## src/design/sesm_pkg.sv

```systemverilog
// shared constants, register indexes and controller/datapath link types for the speed meter
package sesm_pkg;

	localparam int NumChannels = 3;
	localparam int CountBits   = 16;
	localparam int InCountW    = 16;
	localparam int ChanW       = 2;
	localparam int ClockW      = 26;
	localparam int PrescaleW   = 10;
	localparam int PeriodW     = 17;
	localparam int SpeedW      = 26;
	localparam int NumW        = 32;
	localparam int StepW       = $clog2(NumW);
	localparam int DivShift    = 6;
	localparam int SpeedMult   = 50;
	localparam int SpeedMaxInt = 33554431;

	localparam logic [ClockW-1:0]    ClockReset    = ClockW'(8000000);
	localparam logic [PrescaleW-1:0] PrescaleReset = PrescaleW'(10);
	localparam logic [SpeedW-1:0]    SpeedMax      = SpeedW'(SpeedMaxInt);
	localparam logic [SpeedW-1:0]    SpeedMin      = {1'b1, {(SpeedW-1){1'b0}}};

	// register indexes
	localparam logic CfgClock    = 1'b0;
	localparam logic CfgPrescale = 1'b1;

	typedef struct packed {
		logic load;
		logic mul;
		logic step;
		logic publish;
	} sesm_cmd_t;

	typedef struct packed {
		logic ch_ok;
		logic out_free;
	} sesm_status_t;

endpackage

```

## src/design/sesm_ctrl.sv

```systemverilog
// controller state machine sequencing load, multiply, divide and output
module sesm_ctrl (
	input  logic                  clk,
	input  logic                  arst_n,
	input  logic                  in_valid,
	output logic                  in_stall,
	input  sesm_pkg::sesm_status_t status,
	output sesm_pkg::sesm_cmd_t    cmd
);
	import sesm_pkg::*;

	typedef enum logic [1:0] {
		S_IDLE,
		S_MUL,
		S_DIV,
		S_OUT
	} state_t;

	state_t           state_q;
	logic [StepW-1:0] step_q;

	assign in_stall    = (state_q != S_IDLE);
	assign cmd.load    = in_valid & ~in_stall & status.ch_ok;
	assign cmd.mul     = (state_q == S_MUL);
	assign cmd.step    = (state_q == S_DIV);
	assign cmd.publish = (state_q == S_OUT) & status.out_free;

	always_ff @(posedge clk or negedge arst_n) begin
		if (!arst_n) begin
			state_q <= S_IDLE;
			step_q  <= '0;
		end else begin
			case (state_q)
				S_IDLE: begin
					if (cmd.load) begin
						state_q <= S_MUL;
					end
				end
				S_MUL: begin
					step_q  <= '0;
					state_q <= S_DIV;
				end
				S_DIV: begin
					step_q <= step_q + StepW'(1);
					if (step_q == StepW'(NumW - 1)) begin
						state_q <= S_OUT;
					end
				end
				S_OUT: begin
					if (status.out_free) begin
						state_q <= S_IDLE;
					end
				end
				default: begin
					state_q <= S_IDLE;
				end
			endcase
		end
	end

endmodule

```

## src/design/sesm_dp.sv

```systemverilog
// datapath: config registers, per-channel counts, multiplier, restoring divider, output word
module sesm_dp #(
	parameter int CHANNELS   = sesm_pkg::NumChannels,
	parameter int COUNT_BITS = sesm_pkg::CountBits
) (
	input  logic                                   clk,
	input  logic                                   arst_n,
	input  sesm_pkg::sesm_cmd_t                    cmd,
	output sesm_pkg::sesm_status_t                 status,
	input  logic                                   cfg_we,
	input  logic                                   cfg_index,
	input  logic [sesm_pkg::ClockW-1:0]            cfg_data,
	input  logic                                   action,
	input  logic [sesm_pkg::ChanW-1:0]             channel,
	input  logic [sesm_pkg::InCountW-1:0]          captured_count,
	input  logic                                   direction_level,
	input  logic                                   out_stall,
	output logic                                   out_valid,
	output logic [sesm_pkg::ChanW-1:0]             out_channel,
	output logic signed [sesm_pkg::PeriodW-1:0]    signed_period,
	output logic signed [sesm_pkg::SpeedW-1:0]     speed,
	output logic                                   zero_flag
);
	import sesm_pkg::*;

	localparam int SW  = (COUNT_BITS < InCountW) ? COUNT_BITS : InCountW;
	localparam int CW  = (CHANNELS > 1) ? $clog2(CHANNELS) : 1;
	localparam int CEW = CW + ChanW;
	localparam int PW  = SW + PrescaleW;
	localparam int DW  = PW + DivShift;

	logic [ClockW-1:0]    clock_q;
	logic [PrescaleW-1:0] prescale_q;
	logic [SW-1:0]        last_count_q [CHANNELS];

	logic [CEW-1:0] ch_ext;
	logic [CW-1:0]  idx;

	logic [ChanW-1:0] ch_q;
	logic             neg_q;
	logic             zero_q;
	logic [SW-1:0]    pmag_q;
	logic [DW-1:0]    den_q;
	logic [DW-1:0]    rem_q;
	logic [NumW-1:0]  quo_q;

	logic [PW-1:0]   prod;
	logic [DW:0]     shifted;
	logic [DW:0]     trial;
	logic            pos_sat;
	logic            neg_sat;
	logic [SpeedW-1:0]  speed_val;
	logic [PeriodW-1:0] period_val;

	logic               out_valid_q;
	logic [ChanW-1:0]   out_ch_q;
	logic [PeriodW-1:0] period_q;
	logic [SpeedW-1:0]  speed_q;
	logic               zero_flag_q;

	assign ch_ext          = {{CW{1'b0}}, channel};
	assign idx             = ch_ext[CW-1:0];
	assign status.ch_ok    = (ch_ext < CEW'(CHANNELS));
	assign status.out_free = ~out_valid_q | ~out_stall;

	always_ff @(posedge clk or negedge arst_n) begin
		if (!arst_n) begin
			clock_q    <= ClockReset;
			prescale_q <= PrescaleReset;
		end else if (cfg_we) begin
			case (cfg_index)
				CfgClock:    clock_q    <= cfg_data;
				CfgPrescale: prescale_q <= cfg_data[PrescaleW-1:0];
				default:     clock_q    <= clock_q;
			endcase
		end
	end

	always_ff @(posedge clk or negedge arst_n) begin
		if (!arst_n) begin
			for (int i = 0; i < CHANNELS; i++) begin
				last_count_q[i] <= '0;
			end
		end else if (cmd.load) begin
			last_count_q[idx] <= action ? '0 : captured_count[SW-1:0];
		end
	end

	assign prod    = PW'(pmag_q) * PW'(prescale_q);
	assign shifted = {rem_q, quo_q[NumW-1]};
	assign trial   = shifted - {1'b0, den_q};

	always_ff @(posedge clk) begin
		if (cmd.load) begin
			ch_q   <= channel;
			neg_q  <= ~direction_level;
			pmag_q <= action ? '0 : last_count_q[idx];
		end
		if (cmd.mul) begin
			den_q  <= {prod, {DivShift{1'b0}}};
			quo_q  <= NumW'(clock_q) * NumW'(SpeedMult);
			rem_q  <= '0;
			zero_q <= (pmag_q == '0) | (prescale_q == '0);
		end
		if (cmd.step) begin
			if (!trial[DW]) begin
				rem_q <= trial[DW-1:0];
				quo_q <= {quo_q[NumW-2:0], 1'b1};
			end else begin
				rem_q <= shifted[DW-1:0];
				quo_q <= {quo_q[NumW-2:0], 1'b0};
			end
		end
	end

	// saturate the magnitude to the signed output range
	assign pos_sat    = quo_q > NumW'(SpeedMaxInt);
	assign neg_sat    = quo_q > NumW'(SpeedMaxInt + 1);
	assign period_val = neg_q ? (PeriodW'(0) - PeriodW'(pmag_q)) : PeriodW'(pmag_q);

	always_comb begin
		if (zero_q) begin
			speed_val = '0;
		end else if (neg_q) begin
			speed_val = neg_sat ? SpeedMin : (SpeedW'(0) - quo_q[SpeedW-1:0]);
		end else begin
			speed_val = pos_sat ? SpeedMax : quo_q[SpeedW-1:0];
		end
	end

	always_ff @(posedge clk or negedge arst_n) begin
		if (!arst_n) begin
			out_valid_q <= 1'b0;
		end else if (cmd.publish) begin
			out_valid_q <= 1'b1;
		end else if (!out_stall) begin
			out_valid_q <= 1'b0;
		end
	end

	always_ff @(posedge clk) begin
		if (cmd.publish) begin
			out_ch_q    <= ch_q;
			period_q    <= period_val;
			speed_q     <= speed_val;
			zero_flag_q <= zero_q;
		end
	end

	assign out_valid     = out_valid_q;
	assign out_channel   = out_ch_q;
	assign signed_period = period_q;
	assign speed         = speed_q;
	assign zero_flag     = zero_flag_q;

endmodule

```

## src/design/signed_encoder_speed_meter.sv

```systemverilog
// Encoder speed meter with direction for several channels. Each capture word reports the
// count stored by the channel's previous capture as a signed period and a speed of
// timer_clock_hz*50 / (period*prescale*64), truncated toward zero; an overflow word
// clears the channel and reports zero with zero_flag set. One word is processed at a
// time: a word with a valid channel is latched, multiplied, put through 32 steps of the
// one-bit-per-cycle restoring divider and handed to the output register; in_stall is
// high after it is taken until that hand-off, which waits while the output register is
// still full. A word for a channel beyond the configured count is dropped and gives no
// result. Configuration writes take effect at once and are meant for an idle block.
module signed_encoder_speed_meter #(
	parameter int CHANNELS   = sesm_pkg::NumChannels,
	parameter int COUNT_BITS = sesm_pkg::CountBits
) (
	input  logic                                clk,
	input  logic                                arst_n,
	input  logic                                cfg_we,
	input  logic                                cfg_index,
	input  logic [sesm_pkg::ClockW-1:0]         cfg_data,
	input  logic                                in_valid,
	output logic                                in_stall,
	input  logic                                action,
	input  logic [sesm_pkg::ChanW-1:0]          channel,
	input  logic [sesm_pkg::InCountW-1:0]       captured_count,
	input  logic                                direction_level,
	output logic                                out_valid,
	input  logic                                out_stall,
	output logic [sesm_pkg::ChanW-1:0]          out_channel,
	output logic signed [sesm_pkg::PeriodW-1:0] signed_period,
	output logic signed [sesm_pkg::SpeedW-1:0]  speed,
	output logic                                zero_flag
);
	import sesm_pkg::*;

	sesm_cmd_t    cmd;
	sesm_status_t status;

	sesm_ctrl u_ctrl (
		.clk      (clk),
		.arst_n   (arst_n),
		.in_valid (in_valid),
		.in_stall (in_stall),
		.status   (status),
		.cmd      (cmd)
	);

	sesm_dp #(
		.CHANNELS   (CHANNELS),
		.COUNT_BITS (COUNT_BITS)
	) u_dp (
		.clk             (clk),
		.arst_n          (arst_n),
		.cmd             (cmd),
		.status          (status),
		.cfg_we          (cfg_we),
		.cfg_index       (cfg_index),
		.cfg_data        (cfg_data),
		.action          (action),
		.channel         (channel),
		.captured_count  (captured_count),
		.direction_level (direction_level),
		.out_stall       (out_stall),
		.out_valid       (out_valid),
		.out_channel     (out_channel),
		.signed_period   (signed_period),
		.speed           (speed),
		.zero_flag       (zero_flag)
	);

endmodule

```

## config.mk

```make
export PLATFORM = sky130hd
export DESIGN_NAME = signed_encoder_speed_meter
export DESIGN_NICKNAME = d
export VERILOG_FILES = /design/src/design/sesm_pkg.sv /design/src/design/sesm_ctrl.sv /design/src/design/sesm_dp.sv /design/src/design/signed_encoder_speed_meter.sv
export SDC_FILE = /design/constraint.sdc
export NUM_CORES = 1
export LEC_CHECK = 0
export ABC_AREA = 1
export BUFFER_PORTS_ARGS = -buffer_cell sky130_fd_sc_hd__buf_2
export CORE_ASPECT_RATIO = 1.75
export CORE_UTILIZATION = 40
export DETAILED_ROUTE_END_ITERATION = 12
export PLACE_DENSITY = 0.59
export REMOVE_ABC_BUFFERS = 1
export SLEW_MARGIN = 20
export SYNTH_ARGS = -nofsm -noshare
export SYNTH_HDL_FRONTEND = slang
export SYNTH_SLANG_ARGS = --single-unit
```

## constraint.sdc

```tcl
create_clock -name clk -period 6.7 [get_ports clk]
set_clock_uncertainty 0.2 [all_clocks]
set_input_delay 1.005 -clock clk [delete_from_list [all_inputs] [get_ports clk]]
set_output_delay 1.005 -clock clk [all_outputs]
set_load 0.1 [all_outputs]
```

# [Word-level counts from Yosys, hierarchy flattened]
# Index checks and enable logic that the tools add are counted.
[classes] add_sub_neg=4 multipliers=2 order_cmp=5 n_eq_ne=8 mux=24 bitwise_logic=11 n_reduce_logical=9
[ops] operator="2-to-1 mux 32 bit" n=5
[ops] operator="2-to-1 mux 16 bit" n=5
[ops] operator="2-to-1 mux 26 bit" n=3
[ops] operator="bitwise mux 48 bit" n=1
[ops] operator="subtractor 33 x 32 -> 33 bit" n=1
[ops] operator="binary-select mux 16 bit (select 2 bit)" n=1
[ops] operator="demux 16 bit (select 2 bit)" n=1
[ops] operator="greater-than comparator 32 x 25 -> 1 bit (second input constant)" n=1
[ops] operator="greater-than comparator 32 x 26 -> 1 bit (second input constant)" n=1
[ops] operator="multiplier 26 x 5 -> 31 bit (second input constant)" n=1
[ops] operator="multiplier 16 x 10 -> 26 bit" n=1
[ops] operator="subtractor 1 x 26 -> 26 bit (first input constant)" n=1
[ops] operator="subtractor 1 x 16 -> 17 bit (first input constant)" n=1
[ops] operator="logical NOT 16 bit" n=1
[ops] operator="logical NOT 10 bit" n=1
[ops] operator="case mux 5 bit (2 select lines)" n=1
[ops] operator="case mux 2 bit (4 select lines)" n=1
[ops] operator="2-to-1 mux 2 bit" n=3
[ops] operator="!= test 2 x 1 -> 1 bit (second input constant)" n=3
[ops] operator="adder 5 x 1 -> 5 bit (second input constant)" n=1
[ops] operator="equality test 5 bit (second input constant)" n=1
[ops] operator="NOT 1 bit" n=5
[ops] operator="equality test 2 bit (second input constant)" n=2
[ops] operator="AND reduction 2 bit" n=2
[ops] operator="other kinds (13)" n=19
[totals] register_bits=248 inputBits=52 output_inout_bits=48 word_cells=83

# [Depth between registers and ports, before layout]
[depth] depth_word=6 mapped_depth=23 ltp_nobuf=21

# [Modules after synthesis]
# From an unflattened synthesis, not the netlist that was laid out.
[hier_totals] hier_cells=2788 hier_area_um2=21767.1
[by_module_without_submodules] mod="sesm_dp" n_inst=1 cells_each=2730 area_each_um2=21312.9 seq_area_each_um2=6822.8
[by_module_without_submodules] mod="sesm_ctrl" n_inst=1 cells_each=58 area_each_um2=454.2 seq_area_each_um2=175.2

# [Least setup slack after synthesis]
# OpenSTA, ideal clock, no wires.
[synth_path] kind="register to register" start="register u_dp.prescale_q[3]" end="register u_dp.den_q[30] (data pin)" setup_ns=0.258 t_arrival_ns=4.876 required_ns=6.242 path_slack_ns=1.367 stages_incl_launch_ff=20 path_buffers=2 period_less_slack_ns=5.333 path_cell_list="dfstp_2 clkbuf_1 buf_1 nand2_1 fa_1 inv_1 fa_1 fa_1 fa_1 inv_1 fa_1 inv_1 ha_1 nand2_1 inv_1 a21oi_1 o21ai_0 nand3_1 nand3_1 xor2_1"
[synth_via] elab_chain_len=1
[synth_rtl] element="start, declared" line_no="sesm_dp.sv:33" rtl="logic [PrescaleW-1:0] prescale_q;"
[synth_rtl] element="start signal, assigned" line_no="sesm_dp.sv:69" rtl="prescale_q <= PrescaleReset;"
[synth_rtl] element="start signal, assigned" line_no="sesm_dp.sv:73" rtl="CfgPrescale: prescale_q <= cfg_data[PrescaleW-1:0];"
[synth_rtl] element="multiplier 16 x 10 -> 26 bit" line_no="sesm_dp.sv:89" rtl="assign prod = PW'(pmag_q) * PW'(prescale_q);"
[synth_rtl] element="named net u_dp.prod[24]" line_no="sesm_dp.sv:47" rtl="logic [PW-1:0] prod;"
[synth_rtl] element="end signal, assigned" line_no="sesm_dp.sv:100" rtl="den_q <= {prod, {DivShift{1'b0}}};"
[synth_rtl] element="end, declared" line_no="sesm_dp.sv:43" rtl="logic [DW-1:0] den_q;"
# The timed path passes the listed nets, and every way through them passes these cells.
# A chain may end at the register's enable or synchronous reset.

# [Final worst setup path]
[layout_path] start="register u_dp.prescale_q[3]" end="register u_dp.den_q[23] (data pin)"
# The elaborated chain is that of the path after synthesis.

==> run_results.csv <==
group,metric,value,unit
outcome,status,"completed",
critical_path,required,6820,ps
synthesis,synth_cell_types,48,
cells_and_area,antennaDiodeCount,0,
synthesis,syn_area,21600,µm²
critical_path,path_buf_inv,5,
placed_design,gp_congestion,0.979,
critical_path,path_cells,"nand2_1 > fa_1 > inv_1 > fa_1 > inv_1 > fa_1 > inv_1 > fa_1 > inv_1 > fa_1 > inv_1 > ha_1 > nand2_1 > o21ai_0 > nand3_1 > nand2_1 > xor2_1",
detailed_routing,drtAntennaViolNets,0,
synthesis,synthCells,2778,
cells_and_area,drive_gt1_share,7.54,%
synthesis,ys_warn_count,0,
sta,hold_violations,0,
placed_design,portBuffers,99,
cts,ctsHoldBuffers,0,
detailed_routing,drt_first_pass_iters,5,
critical_path,cp_slowest_cell,"dfstp_2",
cts,cts_root_buffer,"clkbuf_16",
grt,overflow,0,
detailed_routing,drt-total-wl,56100,µm
cells_and_area,fin_nets,3194,
die,initial_core_util,40.5,%
synthesis,synth_top_family_by_area,"adder cells",
cts,htreeDepth,1,
synthesis,ys_seq_area_share,32.4,%
synthesis,synth_xor_area_share,2.64,%
die,rows,112,
synthesis,ys_seq_elements,248,
synthesis,synthAdderAreaFrac,22.6,%
critical_path,path_delay_family,"adder cells",
critical_path,slowest_delay,750,ps
sta,tightest_slew,1080,ps
die,dieArea,54900,µm²
sta,period_share,85.2,%
synthesis,yosysTopAreaCell,"edfxtp_1",
placed_design,hpwl,45000,µm
synthesis,synth_async_sr_flop_share,37.1,%
placed_design,dpl.cell_count,3486,
synthesis,synth.area.top_cells,"edfxtp_1, nand2_1, fa_1",
synthesis,syn_area_per_cell,7.77,µm²
cells_and_area,post_layout_nonfiller_instances,3537,
sta,finalSetupTns,0,ps
sta,max_clock_freq,175,MHz
placed_design,post-place-ws,992,ps
cells_and_area,final_common_cell,"nand2_1",
detailed_routing,route.detailed.drc,0,
synthesis,synth_compound_area_share,7.98,%
synthesis,synth_top_area_share,21.7,%
die,core,53300,µm²
sta,slew_viol_final,0,
synthesis,synth-simple-area-share,21.5,%
die,fp.dieH,309,µm
cts,cts_tree,"done",
critical_path,arrival,5830,ps
critical_path,critical_path_class,"register to register",
cts,cts_resized,0,
cts,insertion_delay,570,ps
grt,grt_max_degree,74,
detailed_routing,viasPerCell,4.98,
sta,rsz0062_at_grt,"no",
synthesis,synthFlopType,"edfxtp_1",
grt,grt_pass1_vias,17900,
die,die_w,178,µm
detailed_routing,post_drt_wl_per_cell,15.9,µm
detailed_routing,vias,17600,
min_path,hold_class,"input pin to async pin",
cts,cts_buffers,28,
critical_path,critPathLaunchType,"register",
critical_path,cp_max_fo,18,
critical_path,end_kind,"register",
synthesis,synth_mux_area_share,0.678,%
grt,grt_first_pass_wirelength,90800,µm
synthesis,synth-edff-count,156,
sta,setup_viol,0,
die,pin_count,100,
grt,gr-usage-all-layers,20.9,%
cells_and_area,area_growth,9.51,%
cells_and_area,layout_common_cells,"nand2_1, inv_1, nor2_1, ha_1, edfxtp_1",
cts,cts_num_sinks,248,
cells_and_area,fin_util,44.4,%
sta,relSlewSlack,27.9,%
sta,fin_crit,5710,ps
detailed_routing,drt_iter0_drc,873,
grt,antenna_found_initial,0,
cts,cts_setup_buffers,0,
cts,path_clk_slew,60,ps
sta,fin_ws,991,ps
cts,cts_buffer_depth,3,
job,cap_violations,0,
[layout make-up]
type	count	area (µm²)
clock buffers	38	846
clock inverters	13	97.6
fillers	5467	29600
inverters	609	2290
multi-input cells	1836	12000
flip-flops and latches	248	7000
well taps	684	856
repair buffers	109	573
[through the flow]
stage	hold WS (ps)	area (µm²)
after floorplan	200	21200
after global placement	251	22700
after detailed placement	255	22700
after CTS	156	23600
after global routing	184	23600
final	163	23600
[path summary, 6_finish.rpt]
path	start	endpoint	slack (ps)	cells after the start
max	u_dp.prescale_q[3]	u_dp.den_q[23]	990	17
max reg2reg	u_dp.prescale_q[3]	u_dp.den_q[23]	990	17
min	arst_n	u_dp.clock_q[24]	160	1
max in group asynchronous	arst_n	u_dp.last_count_q[14]	5000	2
min in group clk	u_dp.ch_q[0]	u_dp.out_channel[0]	250	0
min reg2reg	u_dp.ch_q[0]	u_dp.out_channel[0]	250	0
[cell families after synthesis]
family / after synthesis
AOI/OAI and AO/OA: 316
muxes: 13
adders and majority gates: 310
buffers and inverters: 694
and+or+nand+nor: 1132
xor gates and xnor gates: 65
DFF: 248
[Yosys cell counts (all sizes together), types with 2 or more instances]
master,count
nor3,22
mux2,13
clkbuf,63
a31oi,5
a21oi,121
o22ai,7
o21a,5
fa,132
nor2,230
or2,11
xnor2,17
edfxtp,156
and2,3
xor2,48
nand3b,9
nand2,727
dfstp,9
a21boi,2
o31ai,2
dfrtp,83
a21o,8
nand3,88
o221ai,13
o21bai,7
buf,22
ha,178
inv,608
nor4,7
o21ai,143
nand4,34
[state kept, by name (all words and copies together), names as in the netlist, 16 cells and up]
register / flops
u_dp.quo_q: 32
u_dp.speed: 26
u_dp.rem_q: 32
u_dp.signed_period: 17
u_dp.clock_q: 26
u_dp.den_q: 26
u_dp.last_count_q: 48
u_dp.pmag_q: 16
[layer usage]
layer / vias up / part of all wire [%] / track usage (%)
li1: 8746 / - / -
met1: 8332 / 39 / 23.4
met2: 400 / 53 / 39.7
met3: 128 / 3.4 / 1.62
met4: 0 / 4.1 / 8.79
met5: - / 0 / 0
[worst reg2reg max path, delay by kind of cell, from the launching register on]
| family | cells | cell delay (ps) |
|---|---|---|
| fa+ha+maj | 6 | 2920 |
| flops | 1 | 750 |
| compound gates | 1 | 730 |
| simple gates | 4 | 550 |
| buf+inv | 5 | 250 |
| xor+xnor | 1 | 60 |
Power is left out: the tool's default activity adds up to more than one toggle a clock period on the data nets, which glitch-free logic cannot reach.
